$ cat src/design/biquad_lowpass_filter_core_assert.svh
// assertion macros for the biquad filter core
`ifndef BIQUAD_LOWPASS_FILTER_CORE_ASSERT_SVH
`define BIQUAD_LOWPASS_FILTER_CORE_ASSERT_SVH

// antecedent and consequent in the same cycle
`define BLF_ASSERT_NOW(label, ante, cons, msg) \
    label: assert property (@(posedge aclk) disable iff (!aresetn) (ante) |-> (cons)) \
        else $error(msg);

// consequent in the cycle after the antecedent
`define BLF_ASSERT_NEXT(label, ante, cons, msg) \
    label: assert property (@(posedge aclk) disable iff (!aresetn) (ante) |=> (cons)) \
        else $error(msg);

`endif

$ cat src/design/blf_pkg.sv
// shared types and constants of the biquad filter core
`timescale 1ns / 1ps

package blf_pkg;

    localparam int CHANNELS       = 8;
    localparam int SAMPLE_BITS    = 16;
    localparam int HIST_FRAC      = 8;
    localparam int HIST_BITS      = SAMPLE_BITS + HIST_FRAC;
    localparam int COEF_BITS      = 18;
    localparam int COEF_FRAC      = 16;
    localparam int CFG_INDEX_BITS = 3;
    localparam int CH_BITS        = 3;
    localparam int ADDR_BITS      = (CHANNELS > 1) ? $clog2(CHANNELS) : 1;
    localparam int PROD_BITS      = COEF_BITS + HIST_BITS;
    localparam int ACC_BITS       = PROD_BITS + 3;
    localparam int RND_BITS       = ACC_BITS - COEF_FRAC;
    localparam int MEM_BITS       = 2 * SAMPLE_BITS + 2 * HIST_BITS;
    localparam int STEP_BITS      = 3;

    typedef logic [CFG_INDEX_BITS-1:0] cfg_index_t;
    typedef logic [STEP_BITS-1:0] step_t;
    typedef logic signed [COEF_BITS-1:0] coef_t;
    typedef logic signed [SAMPLE_BITS-1:0] sample_t;
    typedef logic signed [HIST_BITS-1:0] hist_t;
    typedef logic signed [ACC_BITS-1:0] acc_t;

    // register map
    localparam cfg_index_t REG_B0 = cfg_index_t'(0);
    localparam cfg_index_t REG_B1 = cfg_index_t'(1);
    localparam cfg_index_t REG_B2 = cfg_index_t'(2);
    localparam cfg_index_t REG_A1 = cfg_index_t'(3);
    localparam cfg_index_t REG_A2 = cfg_index_t'(4);

    // multiply-accumulate steps
    localparam step_t STEP_X0 = step_t'(0);
    localparam step_t STEP_X1 = step_t'(1);
    localparam step_t STEP_X2 = step_t'(2);
    localparam step_t STEP_Y1 = step_t'(3);
    localparam step_t STEP_Y2 = step_t'(4);

    localparam coef_t COEF_B0_RESET = coef_t'(1 << COEF_FRAC);

    localparam acc_t ROUND_HALF = acc_t'(1) <<< (COEF_FRAC - 1);
    localparam logic signed [HIST_BITS:0] OUT_HALF = (HIST_BITS + 1)'(1) <<< (HIST_FRAC - 1);

    localparam hist_t HIST_MAX = hist_t'({1'b0, {(HIST_BITS - 1){1'b1}}});
    localparam hist_t HIST_MIN = hist_t'({1'b1, {(HIST_BITS - 1){1'b0}}});
    localparam sample_t SAMPLE_MAX = sample_t'({1'b0, {(SAMPLE_BITS - 1){1'b1}}});
    localparam sample_t SAMPLE_MIN = sample_t'({1'b1, {(SAMPLE_BITS - 1){1'b0}}});

    // one history memory word per channel
    typedef struct packed {
        hist_t   y2;
        hist_t   y1;
        sample_t x2;
        sample_t x1;
    } hist_word_t;

    typedef enum logic [1:0] {
        PH_IDLE,
        PH_MAC,
        PH_LAST,
        PH_ROUND
    } phase_t;

endpackage

$ cat src/design/blf_ram.sv
// generic single-clock ram with one write port and a registered read port
`timescale 1ns / 1ps

module blf_ram #(
    parameter int WIDTH = 8,
    parameter int DEPTH = 8,
    localparam int ADDR_W = (DEPTH > 1) ? $clog2(DEPTH) : 1
) (
    input  logic              aclk,
    input  logic              we,
    input  logic [ADDR_W-1:0] waddr,
    input  logic [WIDTH-1:0]  wdata,
    input  logic              re,
    input  logic [ADDR_W-1:0] raddr,
    output logic [WIDTH-1:0]  rdata
);

    logic [WIDTH-1:0] mem [DEPTH];
    logic [WIDTH-1:0] rdata_reg;

    always_ff @(posedge aclk) begin
        if (we) begin
            mem[waddr] <= wdata;
        end
        if (re) begin
            rdata_reg <= mem[raddr];
        end
    end

    assign rdata = rdata_reg;

endmodule

$ cat src/design/biquad_lowpass_filter_core.sv
// top level of the multi-channel direct form I biquad filter
//
//   port group   dir  handshake            carries
//   s_*          in   s_valid / s_ready    action, channel, sample
//   m_*          out  m_valid / m_ready    channel_out, filtered
//   cfg_*        in   cfg_valid / cfg_ready coefficient index and data
//
// one item at a time in the core: one history read, five products on a single
// shared 18x24 multiplier, a final accumulate, then round, saturate and write-back
// m_valid rises when the write-back state loads the output register for the item
// reset clears control, the per-channel valid bits and all coefficients but b0, so history
// reads as zero until a channel is first written; no clearing pass is needed
// a one-item input buffer and the output register keep both sides moving while
// a result waits on m_ready; the write-back cycle stalls only if it stays full
`timescale 1ns / 1ps
`include "biquad_lowpass_filter_core_assert.svh"

module biquad_lowpass_filter_core
    import blf_pkg::*;
(
    input  logic                      aclk,
    input  logic                      aresetn,

    input  logic                      s_valid,
    output logic                      s_ready,
    input  logic                      s_action,
    input  logic [CH_BITS-1:0]        s_channel,
    input  logic signed [SAMPLE_BITS-1:0] s_sample,

    output logic                      m_valid,
    input  logic                      m_ready,
    output logic [CH_BITS-1:0]        m_channel_out,
    output logic signed [SAMPLE_BITS-1:0] m_filtered,

    input  logic                      cfg_valid,
    output logic                      cfg_ready,
    input  logic [CFG_INDEX_BITS-1:0] cfg_index,
    input  logic [COEF_BITS-1:0]      cfg_data
);

    // coefficient registers
    coef_t coef_b0_reg;
    coef_t coef_b1_reg;
    coef_t coef_b2_reg;
    coef_t coef_a1_reg;
    coef_t coef_a2_reg;

    // input buffer
    logic               pend_valid_reg;
    logic               pend_valid_next;
    logic               pend_action_reg;
    logic [CH_BITS-1:0] pend_ch_reg;
    sample_t            pend_sample_reg;

    // item in the core
    logic               cur_action_reg;
    logic [CH_BITS-1:0] cur_ch_reg;
    sample_t            cur_sample_reg;
    logic               cur_in_range;

    // sequencer
    phase_t phase_reg;
    phase_t phase_next;
    step_t  step_reg;
    step_t  step_next;
    logic   take;
    logic   ram_re;
    logic   ram_we;
    logic   m_load;
    logic   out_free;

    // history memory and per-channel valid bits
    logic [ADDR_BITS-1:0] ram_addr;
    logic [MEM_BITS-1:0]  ram_rdata;
    logic [MEM_BITS-1:0]  ram_wdata;
    logic [CHANNELS-1:0]  ent_valid_reg;
    logic                 rd_valid_reg;
    hist_word_t           hist;
    hist_word_t           hist_wr;

    // datapath
    coef_t                       mul_coef;
    hist_t                       mul_data;
    logic                        mul_b_term;
    logic                        mul_sub;
    logic signed [PROD_BITS-1:0] mul_full;
    logic signed [PROD_BITS-1:0] mul_aligned;
    logic signed [PROD_BITS-1:0] prod_reg;
    logic                        prod_sub_reg;
    acc_t                        acc_reg;
    acc_t                        prod_ext;
    acc_t                        acc_sum;

    // rounding
    logic signed [RND_BITS-1:0]    y_wide;
    logic                          y_fits;
    hist_t                         y_new;
    logic signed [HIST_BITS:0]     o_sum;
    logic signed [SAMPLE_BITS:0]   o_wide;
    sample_t                       o_sat;
    sample_t                       res_filtered;

    // output register
    logic               m_valid_reg;
    logic               m_valid_next;
    logic [CH_BITS-1:0] m_channel_reg;
    sample_t            m_filtered_reg;

    // ---------------------------------------------------------------
    // configuration: always ready, writes beyond the map are dropped
    // ---------------------------------------------------------------
    assign cfg_ready = 1'b1;

    always_ff @(posedge aclk) begin
        if (!aresetn) begin
            coef_b0_reg <= COEF_B0_RESET;
            coef_b1_reg <= '0;
            coef_b2_reg <= '0;
            coef_a1_reg <= '0;
            coef_a2_reg <= '0;
        end else if (cfg_valid && cfg_ready) begin
            unique case (cfg_index)
                REG_B0:  coef_b0_reg <= coef_t'(cfg_data);
                REG_B1:  coef_b1_reg <= coef_t'(cfg_data);
                REG_B2:  coef_b2_reg <= coef_t'(cfg_data);
                REG_A1:  coef_a1_reg <= coef_t'(cfg_data);
                REG_A2:  coef_a2_reg <= coef_t'(cfg_data);
                default: ;
            endcase
        end
    end

    // ---------------------------------------------------------------
    // input buffer: takes an item whenever it is empty
    // ---------------------------------------------------------------
    assign s_ready = !pend_valid_reg;
    assign pend_valid_next = pend_valid_reg ? !take : s_valid;

    always_ff @(posedge aclk) begin
        if (!aresetn) begin
            pend_valid_reg <= 1'b0;
        end else begin
            pend_valid_reg <= pend_valid_next;
        end
    end

    always_ff @(posedge aclk) begin
        if (s_valid && s_ready) begin
            pend_action_reg <= s_action;
            pend_ch_reg     <= s_channel;
            pend_sample_reg <= s_sample;
        end
        if (take) begin
            cur_action_reg <= pend_action_reg;
            cur_ch_reg     <= pend_ch_reg;
            cur_sample_reg <= pend_sample_reg;
        end
    end

    // channels past the configured count leave the state alone and give 0
    assign cur_in_range = 32'(cur_ch_reg) < 32'(CHANNELS);

    // ---------------------------------------------------------------
    // sequencer
    // ---------------------------------------------------------------
    assign out_free = !m_valid_reg || m_ready;

    always_comb begin
        phase_next = phase_reg;
        step_next  = step_reg;
        unique case (phase_reg)
            PH_IDLE: begin
                if (pend_valid_reg) begin
                    phase_next = PH_MAC;
                    step_next  = STEP_X0;
                end
            end
            PH_MAC: begin
                if (step_reg == STEP_Y2) begin
                    phase_next = PH_LAST;
                end else begin
                    step_next = step_t'(step_reg + 1'b1);
                end
            end
            PH_LAST: begin
                phase_next = PH_ROUND;
            end
            PH_ROUND: begin
                if (out_free) begin
                    if (pend_valid_reg) begin
                        phase_next = PH_MAC;
                        step_next  = STEP_X0;
                    end else begin
                        phase_next = PH_IDLE;
                    end
                end
            end
            default: begin
                phase_next = PH_IDLE;
            end
        endcase
    end

    always_comb begin
        take   = 1'b0;
        ram_re = 1'b0;
        ram_we = 1'b0;
        m_load = 1'b0;
        unique case (phase_reg)
            PH_IDLE: begin
                take = pend_valid_reg;
            end
            PH_MAC: begin
                // history read at the first step, held for the rest of the item
                ram_re = (step_reg == STEP_X0);
            end
            PH_LAST: ;
            PH_ROUND: begin
                // write-back lands before the next item's read: no forwarding needed
                m_load = out_free;
                ram_we = out_free && cur_in_range;
                take   = out_free && pend_valid_reg;
            end
            default: ;
        endcase
    end

    always_ff @(posedge aclk) begin
        if (!aresetn) begin
            phase_reg <= PH_IDLE;
            step_reg  <= STEP_X0;
        end else begin
            phase_reg <= phase_next;
            step_reg  <= step_next;
        end
    end

    // ---------------------------------------------------------------
    // history memory, one word per channel
    // ---------------------------------------------------------------
    assign ram_addr = ADDR_BITS'(cur_ch_reg);

    blf_ram #(
        .WIDTH (MEM_BITS),
        .DEPTH (CHANNELS)
    ) u_hist_ram (
        .aclk  (aclk),
        .we    (ram_we),
        .waddr (ram_addr),
        .wdata (ram_wdata),
        .re    (ram_re),
        .raddr (ram_addr),
        .rdata (ram_rdata)
    );

    // a channel never written since reset reads as all-zero history
    always_ff @(posedge aclk) begin
        if (!aresetn) begin
            ent_valid_reg <= '0;
            rd_valid_reg  <= 1'b0;
        end else begin
            if (ram_we) begin
                ent_valid_reg[ram_addr] <= 1'b1;
            end
            if (ram_re) begin
                rd_valid_reg <= ent_valid_reg[ram_addr];
            end
        end
    end

    assign hist = rd_valid_reg ? hist_word_t'(ram_rdata) : hist_word_t'('0);

    // ---------------------------------------------------------------
    // shared multiplier and accumulator
    // ---------------------------------------------------------------
    always_comb begin
        mul_coef   = coef_b0_reg;
        mul_data   = {{(HIST_BITS - SAMPLE_BITS){cur_sample_reg[SAMPLE_BITS-1]}},
                      cur_sample_reg};
        mul_b_term = 1'b1;
        mul_sub    = 1'b0;
        unique case (step_reg)
            STEP_X0: ;
            STEP_X1: begin
                mul_coef = coef_b1_reg;
                mul_data = {{(HIST_BITS - SAMPLE_BITS){hist.x1[SAMPLE_BITS-1]}}, hist.x1};
            end
            STEP_X2: begin
                mul_coef = coef_b2_reg;
                mul_data = {{(HIST_BITS - SAMPLE_BITS){hist.x2[SAMPLE_BITS-1]}}, hist.x2};
            end
            STEP_Y1: begin
                mul_coef   = coef_a1_reg;
                mul_data   = hist.y1;
                mul_b_term = 1'b0;
                mul_sub    = 1'b1;
            end
            STEP_Y2: begin
                mul_coef   = coef_a2_reg;
                mul_data   = hist.y2;
                mul_b_term = 1'b0;
                mul_sub    = 1'b1;
            end
            default: ;
        endcase
    end

    assign mul_full = PROD_BITS'(mul_coef) * PROD_BITS'(mul_data);
    // input terms carry 16 fraction bits, output terms 24: align to 24
    assign mul_aligned = mul_b_term ? (mul_full <<< HIST_FRAC) : mul_full;

    assign prod_ext = {{(ACC_BITS - PROD_BITS){prod_reg[PROD_BITS-1]}}, prod_reg};
    assign acc_sum  = prod_sub_reg ? (acc_reg - prod_ext) : (acc_reg + prod_ext);

    always_ff @(posedge aclk) begin
        if (phase_reg == PH_MAC) begin
            prod_reg     <= mul_aligned;
            prod_sub_reg <= mul_sub;
            // the rounding half is preloaded so the last cycle needs no extra add
            if (step_reg == STEP_X0) begin
                acc_reg <= ROUND_HALF;
            end else begin
                acc_reg <= acc_sum;
            end
        end else if (phase_reg == PH_LAST) begin
            acc_reg <= acc_sum;
        end
    end

    // ---------------------------------------------------------------
    // round to history precision, then to the output integer
    // ---------------------------------------------------------------
    assign y_wide = acc_reg[ACC_BITS-1:COEF_FRAC];
    assign y_fits = (y_wide[RND_BITS-1:HIST_BITS-1] == '0)
                 || (y_wide[RND_BITS-1:HIST_BITS-1] == '1);

    always_comb begin
        if (y_fits) begin
            y_new = y_wide[HIST_BITS-1:0];
        end else if (y_wide[RND_BITS-1]) begin
            y_new = HIST_MIN;
        end else begin
            y_new = HIST_MAX;
        end
    end

    assign o_sum  = {y_new[HIST_BITS-1], y_new} + OUT_HALF;
    assign o_wide = o_sum[HIST_BITS:HIST_FRAC];

    always_comb begin
        if (o_wide[SAMPLE_BITS] == o_wide[SAMPLE_BITS-1]) begin
            o_sat = o_wide[SAMPLE_BITS-1:0];
        end else if (o_wide[SAMPLE_BITS]) begin
            o_sat = SAMPLE_MIN;
        end else begin
            o_sat = SAMPLE_MAX;
        end
    end

    assign res_filtered = (cur_action_reg || !cur_in_range) ? sample_t'('0) : o_sat;

    // shifted history, or all zero on a clear
    always_comb begin
        if (cur_action_reg) begin
            hist_wr = '0;
        end else begin
            hist_wr.y2 = hist.y1;
            hist_wr.y1 = y_new;
            hist_wr.x2 = hist.x1;
            hist_wr.x1 = cur_sample_reg;
        end
    end

    assign ram_wdata = MEM_BITS'(hist_wr);

    // ---------------------------------------------------------------
    // output register
    // ---------------------------------------------------------------
    assign m_valid_next = m_load || (m_valid_reg && !m_ready);

    always_ff @(posedge aclk) begin
        if (!aresetn) begin
            m_valid_reg <= 1'b0;
        end else begin
            m_valid_reg <= m_valid_next;
        end
    end

    always_ff @(posedge aclk) begin
        if (m_load) begin
            m_channel_reg  <= cur_ch_reg;
            m_filtered_reg <= res_filtered;
        end
    end

    assign m_valid       = m_valid_reg;
    assign m_channel_out = m_channel_reg;
    assign m_filtered    = m_filtered_reg;

    // ---------------------------------------------------------------
    // checks
    // ---------------------------------------------------------------
    `BLF_ASSERT_NOW(a_no_rw_overlap, ram_re, !ram_we, "history read and write in one cycle")
    `BLF_ASSERT_NEXT(a_single_read, ram_re, !ram_re, "history read repeated within an item")
    `BLF_ASSERT_NEXT(a_result_posted, m_load, m_valid_reg, "result not posted after write-back")
    `BLF_ASSERT_NEXT(a_clear_zero, m_load && cur_action_reg, m_filtered == '0, "clear gave nonzero")

endmodule

$ cat config.mk
export PLATFORM = sky130hd
export DESIGN_NAME = biquad_lowpass_filter_core
export DESIGN_NICKNAME = d
export VERILOG_FILES = /design/src/design/blf_pkg.sv /design/src/design/blf_ram.sv /design/src/design/biquad_lowpass_filter_core.sv
export VERILOG_INCLUDE_DIRS = /design/src /design/src/design
export SDC_FILE = /design/constraint.sdc
export NUM_CORES = 2
export LEC_CHECK = 0
export BUFFER_PORTS_ARGS = -buffer_cell sky130_fd_sc_hd__buf_2
export CAP_MARGIN = 20
export CORE_AREA = 2 2 446 448
export CTS_BUF_LIST = sky130_fd_sc_hd__clkbuf_4 sky130_fd_sc_hd__clkbuf_8 sky130_fd_sc_hd__clkbuf_16
export DETAILED_ROUTE_END_ITERATION = 8
export DIE_AREA = 0 0 448 450
export GPL_TIMING_DRIVEN = 0
export SLEW_MARGIN = 20
export SYNTH_ARGS = -nofsm -noshare
export SYNTH_HDL_FRONTEND = slang
export SYNTH_SLANG_ARGS = --single-unit
$ cat constraint.sdc
create_clock -name aclk -period 16.4 [get_ports aclk]
set_input_delay 3.28 -clock aclk [delete_from_list [all_inputs] [get_ports aclk]]
set_output_delay 3.28 -clock aclk [all_outputs]
set_load 0.005 [all_outputs]
Word-level counts from Yosys, hierarchy flattened

Memory sizes are Yosys's and may differ from the RTL's. A register that Yosys moved wholly into a read port is not among the register bits.
Index checks and enable logic that the tools add are counted.
Widths: inputs -> output; s select.

Flip-flop bits (word level): 253
Bits in writable memories: 640
Input bits: 46
Output and inout bits: 22
Word-level logic and storage cells: 107
Memories kept: 1

Memories:

| name           | words | bits a word | rd ports | clocked after memory_dff | wr ports | RTL line      | RTL |
|---|---|---|---|---|---|---|---|
| u_hist_ram.mem | 8     | 80          | 1        | 1                        | 1        | blf_ram.sv:18 | `logic [WIDTH-1:0] mem [DEPTH];` |

Add/sub/neg operators: 4
$mul: 1
$lt $le $gt $ge: 2
Eq/ne operators: 17
Mux-type cells: 33
Bitwise logic cells: 1
Reduce and logical (&&, ||, !) cells: 25

Operator list:

| cell                  | number |
|---|---|
| $mux 45               | 4 |
| $mux 80               | 2 |
| $pmux 24 s4           | 1 |
| $pmux 18 s4           | 1 |
| $mux 24               | 2 |
| $add 45x42->45        | 1 |
| $sub 45x42->45        | 1 |
| $mul 18x24->42        | 1 |
| $mux 42               | 1 |
| $mux 16               | 2 |
| $add 24x9->25 const B | 1 |
| $eq 3x2->1 const B    | 4 |
| $reduce_and 2->1      | 5 |
| $mux 1                | 9 |
| $mux 3                | 3 |
| $pmux 3 s3            | 1 |
| $ne 2x2->1 const B    | 4 |
| $or 8x8->8            | 1 |
| $pmux 2 s4            | 1 |
| $eq 3x1->1 const B    | 2 |
| $eq 3x3->1 const B    | 2 |
| $eq 6x6->1 const B    | 1 |
| $logic_not 3->1       | 2 |
| $logic_not 6->1       | 1 |
| 18 further kinds      | 30 |

Depth between registers and ports, before layout

Depth after elaboration: 6
Mapped depth: 37
Depth with buffers taken out: 33

By module

Synthesis repeated with hierarchy kept, for this count alone.

Cell total of the unflattened synthesis: 4452
Area, all modules: 56424.1 um2

By module, submodules not included:

| module                     | times used | cells each | area each (um2) |
|---|---|---|---|
| biquad_lowpass_filter_core | 1          | 3434       | 29968.7 |
| blf_ram                    | 1          | 1018       | 26455.4 |

Least setup slack after synthesis

No wires, ideal clock.

Path type: input-to-reg
From: input port m_ready
To: memory u_hist_ram.mem[3][0] (netlist name), enable pin
Setup time: 619 ps
Arrival time: 9031 ps
Path slack: 6750 ps
Cell stages on the path: 3
Cell sequence: nor2b_1 -> nand2b_1 -> nor3_1

Longest elaborated chain between the ends: 4

Ends and longest elaborated chain:

| element                      | RTL line                          | RTL |
|---|---|---|
| start: declaration           | biquad_lowpass_filter_core.sv:31  | `input logic m_ready,` |
| $logic_or 1x1->1             | biquad_lowpass_filter_core.sv:166 | `assign out_free = !m_valid_reg \|\| m_ready;` |
| $mux 1                       | biquad_lowpass_filter_core.sv:209 | `unique case (phase_reg)` |
| $mux 1                       | blf_ram.sv:22                     | `if (we) begin` |
| $mux 1 (implied by the code) | blf_ram.sv:23                     | `mem[waddr] <= wdata;` |
| end: declaration             | blf_ram.sv:18                     |  |

No other way between the ends.

Final worst setup path

From: register step_reg[0]
To: register prod_reg[41] (data pin)

Longest elaborated chain between the ends: 4
Elaborated cells on any way between the ends: 9
Those cells by class: mul (1); eq/ne (4); mux (3); reduce/logical (1)

Ends and longest elaborated chain:

| element                                           | RTL line                          | RTL |
|---|---|---|
| start: declaration                                | biquad_lowpass_filter_core.sv:64  | `step_t step_reg;` |
| start signal: assignment                          | biquad_lowpass_filter_core.sv:234 | `step_reg <= step_next;` |
| $eq 3x3->1, or another cell as far along          | biquad_lowpass_filter_core.sv:282 | `unique case (step_reg)` |
| $pmux 18 s4 / $pmux 24 s4 (equally long branches) | biquad_lowpass_filter_core.sv:282 |  |
| $mul 18x24->42                                    | biquad_lowpass_filter_core.sv:308 | `assign mul_full = PROD_BITS'(mul_coef) * PROD_BITS'(mul_data);` |
| $mux 42 *                                         | biquad_lowpass_filter_core.sv:310 | `assign mul_aligned = mul_b_term ? (mul_full <<< HIST_FRAC) : mul_full;` |
| net mul_aligned[41]                               | biquad_lowpass_filter_core.sv:87  | `logic signed [PROD_BITS-1:0] mul_aligned;` |
| end signal: assignment                            | biquad_lowpass_filter_core.sv:317 | `prod_reg <= mul_aligned;` |
| end: declaration                                  | biquad_lowpass_filter_core.sv:88  | `logic signed [PROD_BITS-1:0] prod_reg;` |

Mark *: on every way through the listed nets, which the timed path passes. The rest lies on a longest branch.
A chain may end at the register's enable or synchronous reset.

==> results by group <==
Status
  • Result of the run: finished clean

GRT
  • Via count of the first global-routing pass: 37720
  • Pin count of the biggest net entering global routing: 48
  • Wire length of the first global-routing pass: around 260 mm
  • Antenna violations before repair: 10
  • Total global routing overflow: 0
  • GR Util All Layers: 0.1746

Route
  • Vias per cell: approximately 5
  • Total length of routed wires: 179.0 mm
  • Count of vias placed by the detailed router: 38400
  • TritonRoute pass-1 iters: 6
  • # DRC: 0
  • WL/cell: roughly 24 µm
  • Antenna violation net count after detailed routing: 0
  • Number of DRC markers in iteration 0: about 4500

Layout
  • Most frequent standard cell in the layout excluding fill and tap cells: edfxtp_1
  • Number of fill cells in the layout: 19790
  • Cell area after layout: 62390 µm²
  • Area growth from synthesis to final layout: 13.88%
  • Max reg flops: between 600 and 700
  • # nets final: about 5500
  • Layout cells sized above 1: 0.07035
  • Leading cell types in the layout, fill and taps excluded: edfxtp_1 (867), nand2_1 (584), inv_1 (540), fa_1 (426), a22oi_1 (384)

CTS
  • CTS max path bufs: 3
  • Post-CTS Resized: 0
  • H-tree levels: 3
  • TritonCTS Sinks: around 1000
  • Clock tree from TritonCTS: done
  • Number of buffers inserted during clock tree synthesis: 97
  • Post-cts hold buffer count: 0
  • Buffer cell driving the clock tree root: clkbuf_16
  • Clock latency of the later-clocked register in the worst-skew pair: approximately 0.72 ns
  • Clock edge transition at the registers on the reported setup and hold paths: 0.07 ns
  • Post-CTS setup buffer count: 0

Placed design
  • Dpl ws: 5.724 ns
  • Final weighted congestion in routability-driven placement: 0.9729
  • Dpl cell area: 59230 µm²
  • Number of input and output port buffers inserted: 66
  • Final HPWL from detailed placement: around 130 mm

Job
  • Count of max-cap constraint violations: 0

Timing
  • Upper clock frequency limit: a little over 0.09 GHz
  • Final number of max-transition violations: 0
  • Setup violators final: 0
  • Post-layout minimum cycle time: about 11 ns
  • Remaining max-slew budget at the tightest pin: 0.1439
  • Part of the cycle the worst path needs: 0.6634
  • Setup Skew: a little over 0.05 ns
  • Sum Neg Setup Slack: 0 ns
  • Tightest Pin Transition: ~1.3 ns
  • Setup repair after global routing missed its margin: false
  • Worst Slack Setup Final: between 5 and 6 ns
  • Number of endpoints with negative hold slack in the final report: 0

Synthesis
  • Post-synth net total: around 5300
  • Flip-flop and latch count after synthesis: a little under 1000
  • Count of yosys warnings during synthesis: 0
  • Netlist Area Pre-Place: 54790 µm²
  • Post-synth top area share: 0.4752
  • Number of enable flip-flop cells after synthesis: 867
  • Top cell type by total area after synthesis: edfxtp_1
  • Fraction of registers with async set/reset: 0
  • Share of synthesized area occupied by flip-flops and latches: 0.5139
  • Number of distinct library cells after synthesis: 80
  • Gate Count Post-Synth: 4664
  • Mean cell area of the mapped netlist: between 10 and 15 µm²
  • Ranking of synthesized cells by area: edfxtp_1 (48%), fa_1 (16%), a22oi_1 (5.3%)
  • Top flip-flop cell by instance count after synthesis: edfxtp_1

Critical path
  • Data required time of the critical path: 16.87 ns
  • Critical-path top delay cell: clkbuf_1
  • Type of the worst setup path: flop to flop
  • Peak per-stage delay on the critical path: 0.83 ns
  • CP endpoint kind: flop
  • CP Data Arrival Time: between 10 and 15 ns
  • Sort of element at the start of the critical path: flop
  • Worst-path fanout max: 10

Die
  • Initial cell density of the core: 0.2787
  • Die width: between 400 and 500 µm
  • Die ar.: ~200000 µm²
  • Ports placed on the boundary: just under 70
  • Placement Rows: roughly 160
  • Area of the core: between 150000 and 200000 µm²
  • Height of the chip: approximately 450 µm

Hold path
  • HP Class: flop to flop
## layout make-up
cell class / count / area (µm²) / area share
clock buffer: 129 / 2733 / 0.04380
tap: 2640 / 3303 / 0.05294
timing repair buffer: 110 / 1035 / 0.01658
buffer: 230 / 885.9 / 0.01420
sequential: 973 / 28160 / 0.4513
antenna: 2 / 5.005 / 0.00008022
inverter: 543 / 2038 / 0.03267
multi-input combinational: 2918 / 23840 / 0.3821
clock inverter: 44 / 392.9 / 0.006297
## path summary, 6_finish.rpt
check / start / endpoint / slack (ns) / cells past startpoint
worst max-delay path: step_reg[0]$_SDFFE_PN0P_ / prod_reg[41]$_DFFE_PP_ / 5.52 / 31
worst min-delay path: pend_sample_reg[0]$_DFFE_PP_ / cur_sample_reg[0]$_DFFE_PP_ / 0.42 / 0
worst max register to register: step_reg[0]$_SDFFE_PN0P_ / prod_reg[41]$_DFFE_PP_ / 5.52 / 31
worst min register to register: pend_sample_reg[0]$_DFFE_PP_ / cur_sample_reg[0]$_DFFE_PP_ / 0.42 / 0
## worst max-delay path: cells and delay by family, from the launching register on
family	cells	cell delay [ns]
AND/OR/NAND/NOR	4	0.61
AO/OA/AOI/OAI	9	3.04
buffers and inverters	10	3.01
flip-flops	1	0.34
adder cells (fa/ha/maj)	8	3.61
## routing by layer
layer  global-route usage  routed length (µm)
met1               0.2262               69730
met2               0.2766               82630
met3              0.03560               16910
met4              0.08691                9638
met5                    0                  81
## cells by family (layout without fill, tap and decap cells)
logic type / Yosys count / count (layout) / synth area share
other: 1 / 3 / 0.00006844
buffers and inverters: 773 / 1056 / 0.05310
adders and majority gates: 588 / 588 / 0.1927
AOI/OAI and AO/OA: 892 / 892 / 0.1114
DFF: 973 / 973 / 0.5139
and+or+nand+nor: 1317 / 1317 / 0.1095
xor gates and xnor gates: 113 / 113 / 0.01806
muxes: 7 / 7 / 0.001347
## through the flow
step	util	hold slack, ns	instances
after global routing	0.3173	0.4237	7587
after global placement	0.2972	0.4059	7370
after CTS	0.3171	0.4219	7583
final	0.3174	0.4155	7589
after floorplan	-	0.4003	4664
after detailed placement	0.3013	0.4056	7410
## synthesized netlist by cell type, drive strengths merged (10+ instances only)
| cell | n |
|---|---|
| and3 | 16 |
| or3 | 10 |
| nand2 | 584 |
| a31oi | 37 |
| nor4 | 14 |
| dfxtp | 106 |
| nor2b | 42 |
| a22o | 17 |
| xnor2 | 82 |
| o31ai | 10 |
| xor2 | 31 |
| o21a | 31 |
| nand2b | 22 |
| clkbuf | 216 |
| or2 | 10 |
| a22oi | 385 |
| a211oi | 12 |
| nor3 | 41 |
| o211ai | 12 |
| and2 | 117 |
| inv | 542 |
| fa | 426 |
| buf | 14 |
| nand4 | 90 |
| nand3 | 33 |
| a21o | 47 |
| o21ai | 66 |
| edfxtp | 867 |
| a31o | 13 |
| a21oi | 207 |
| nor2 | 313 |
| ha | 162 |
Power is not shown: default switching activity piles up to over one toggle a cycle in this logic, so the estimate is an artifact.
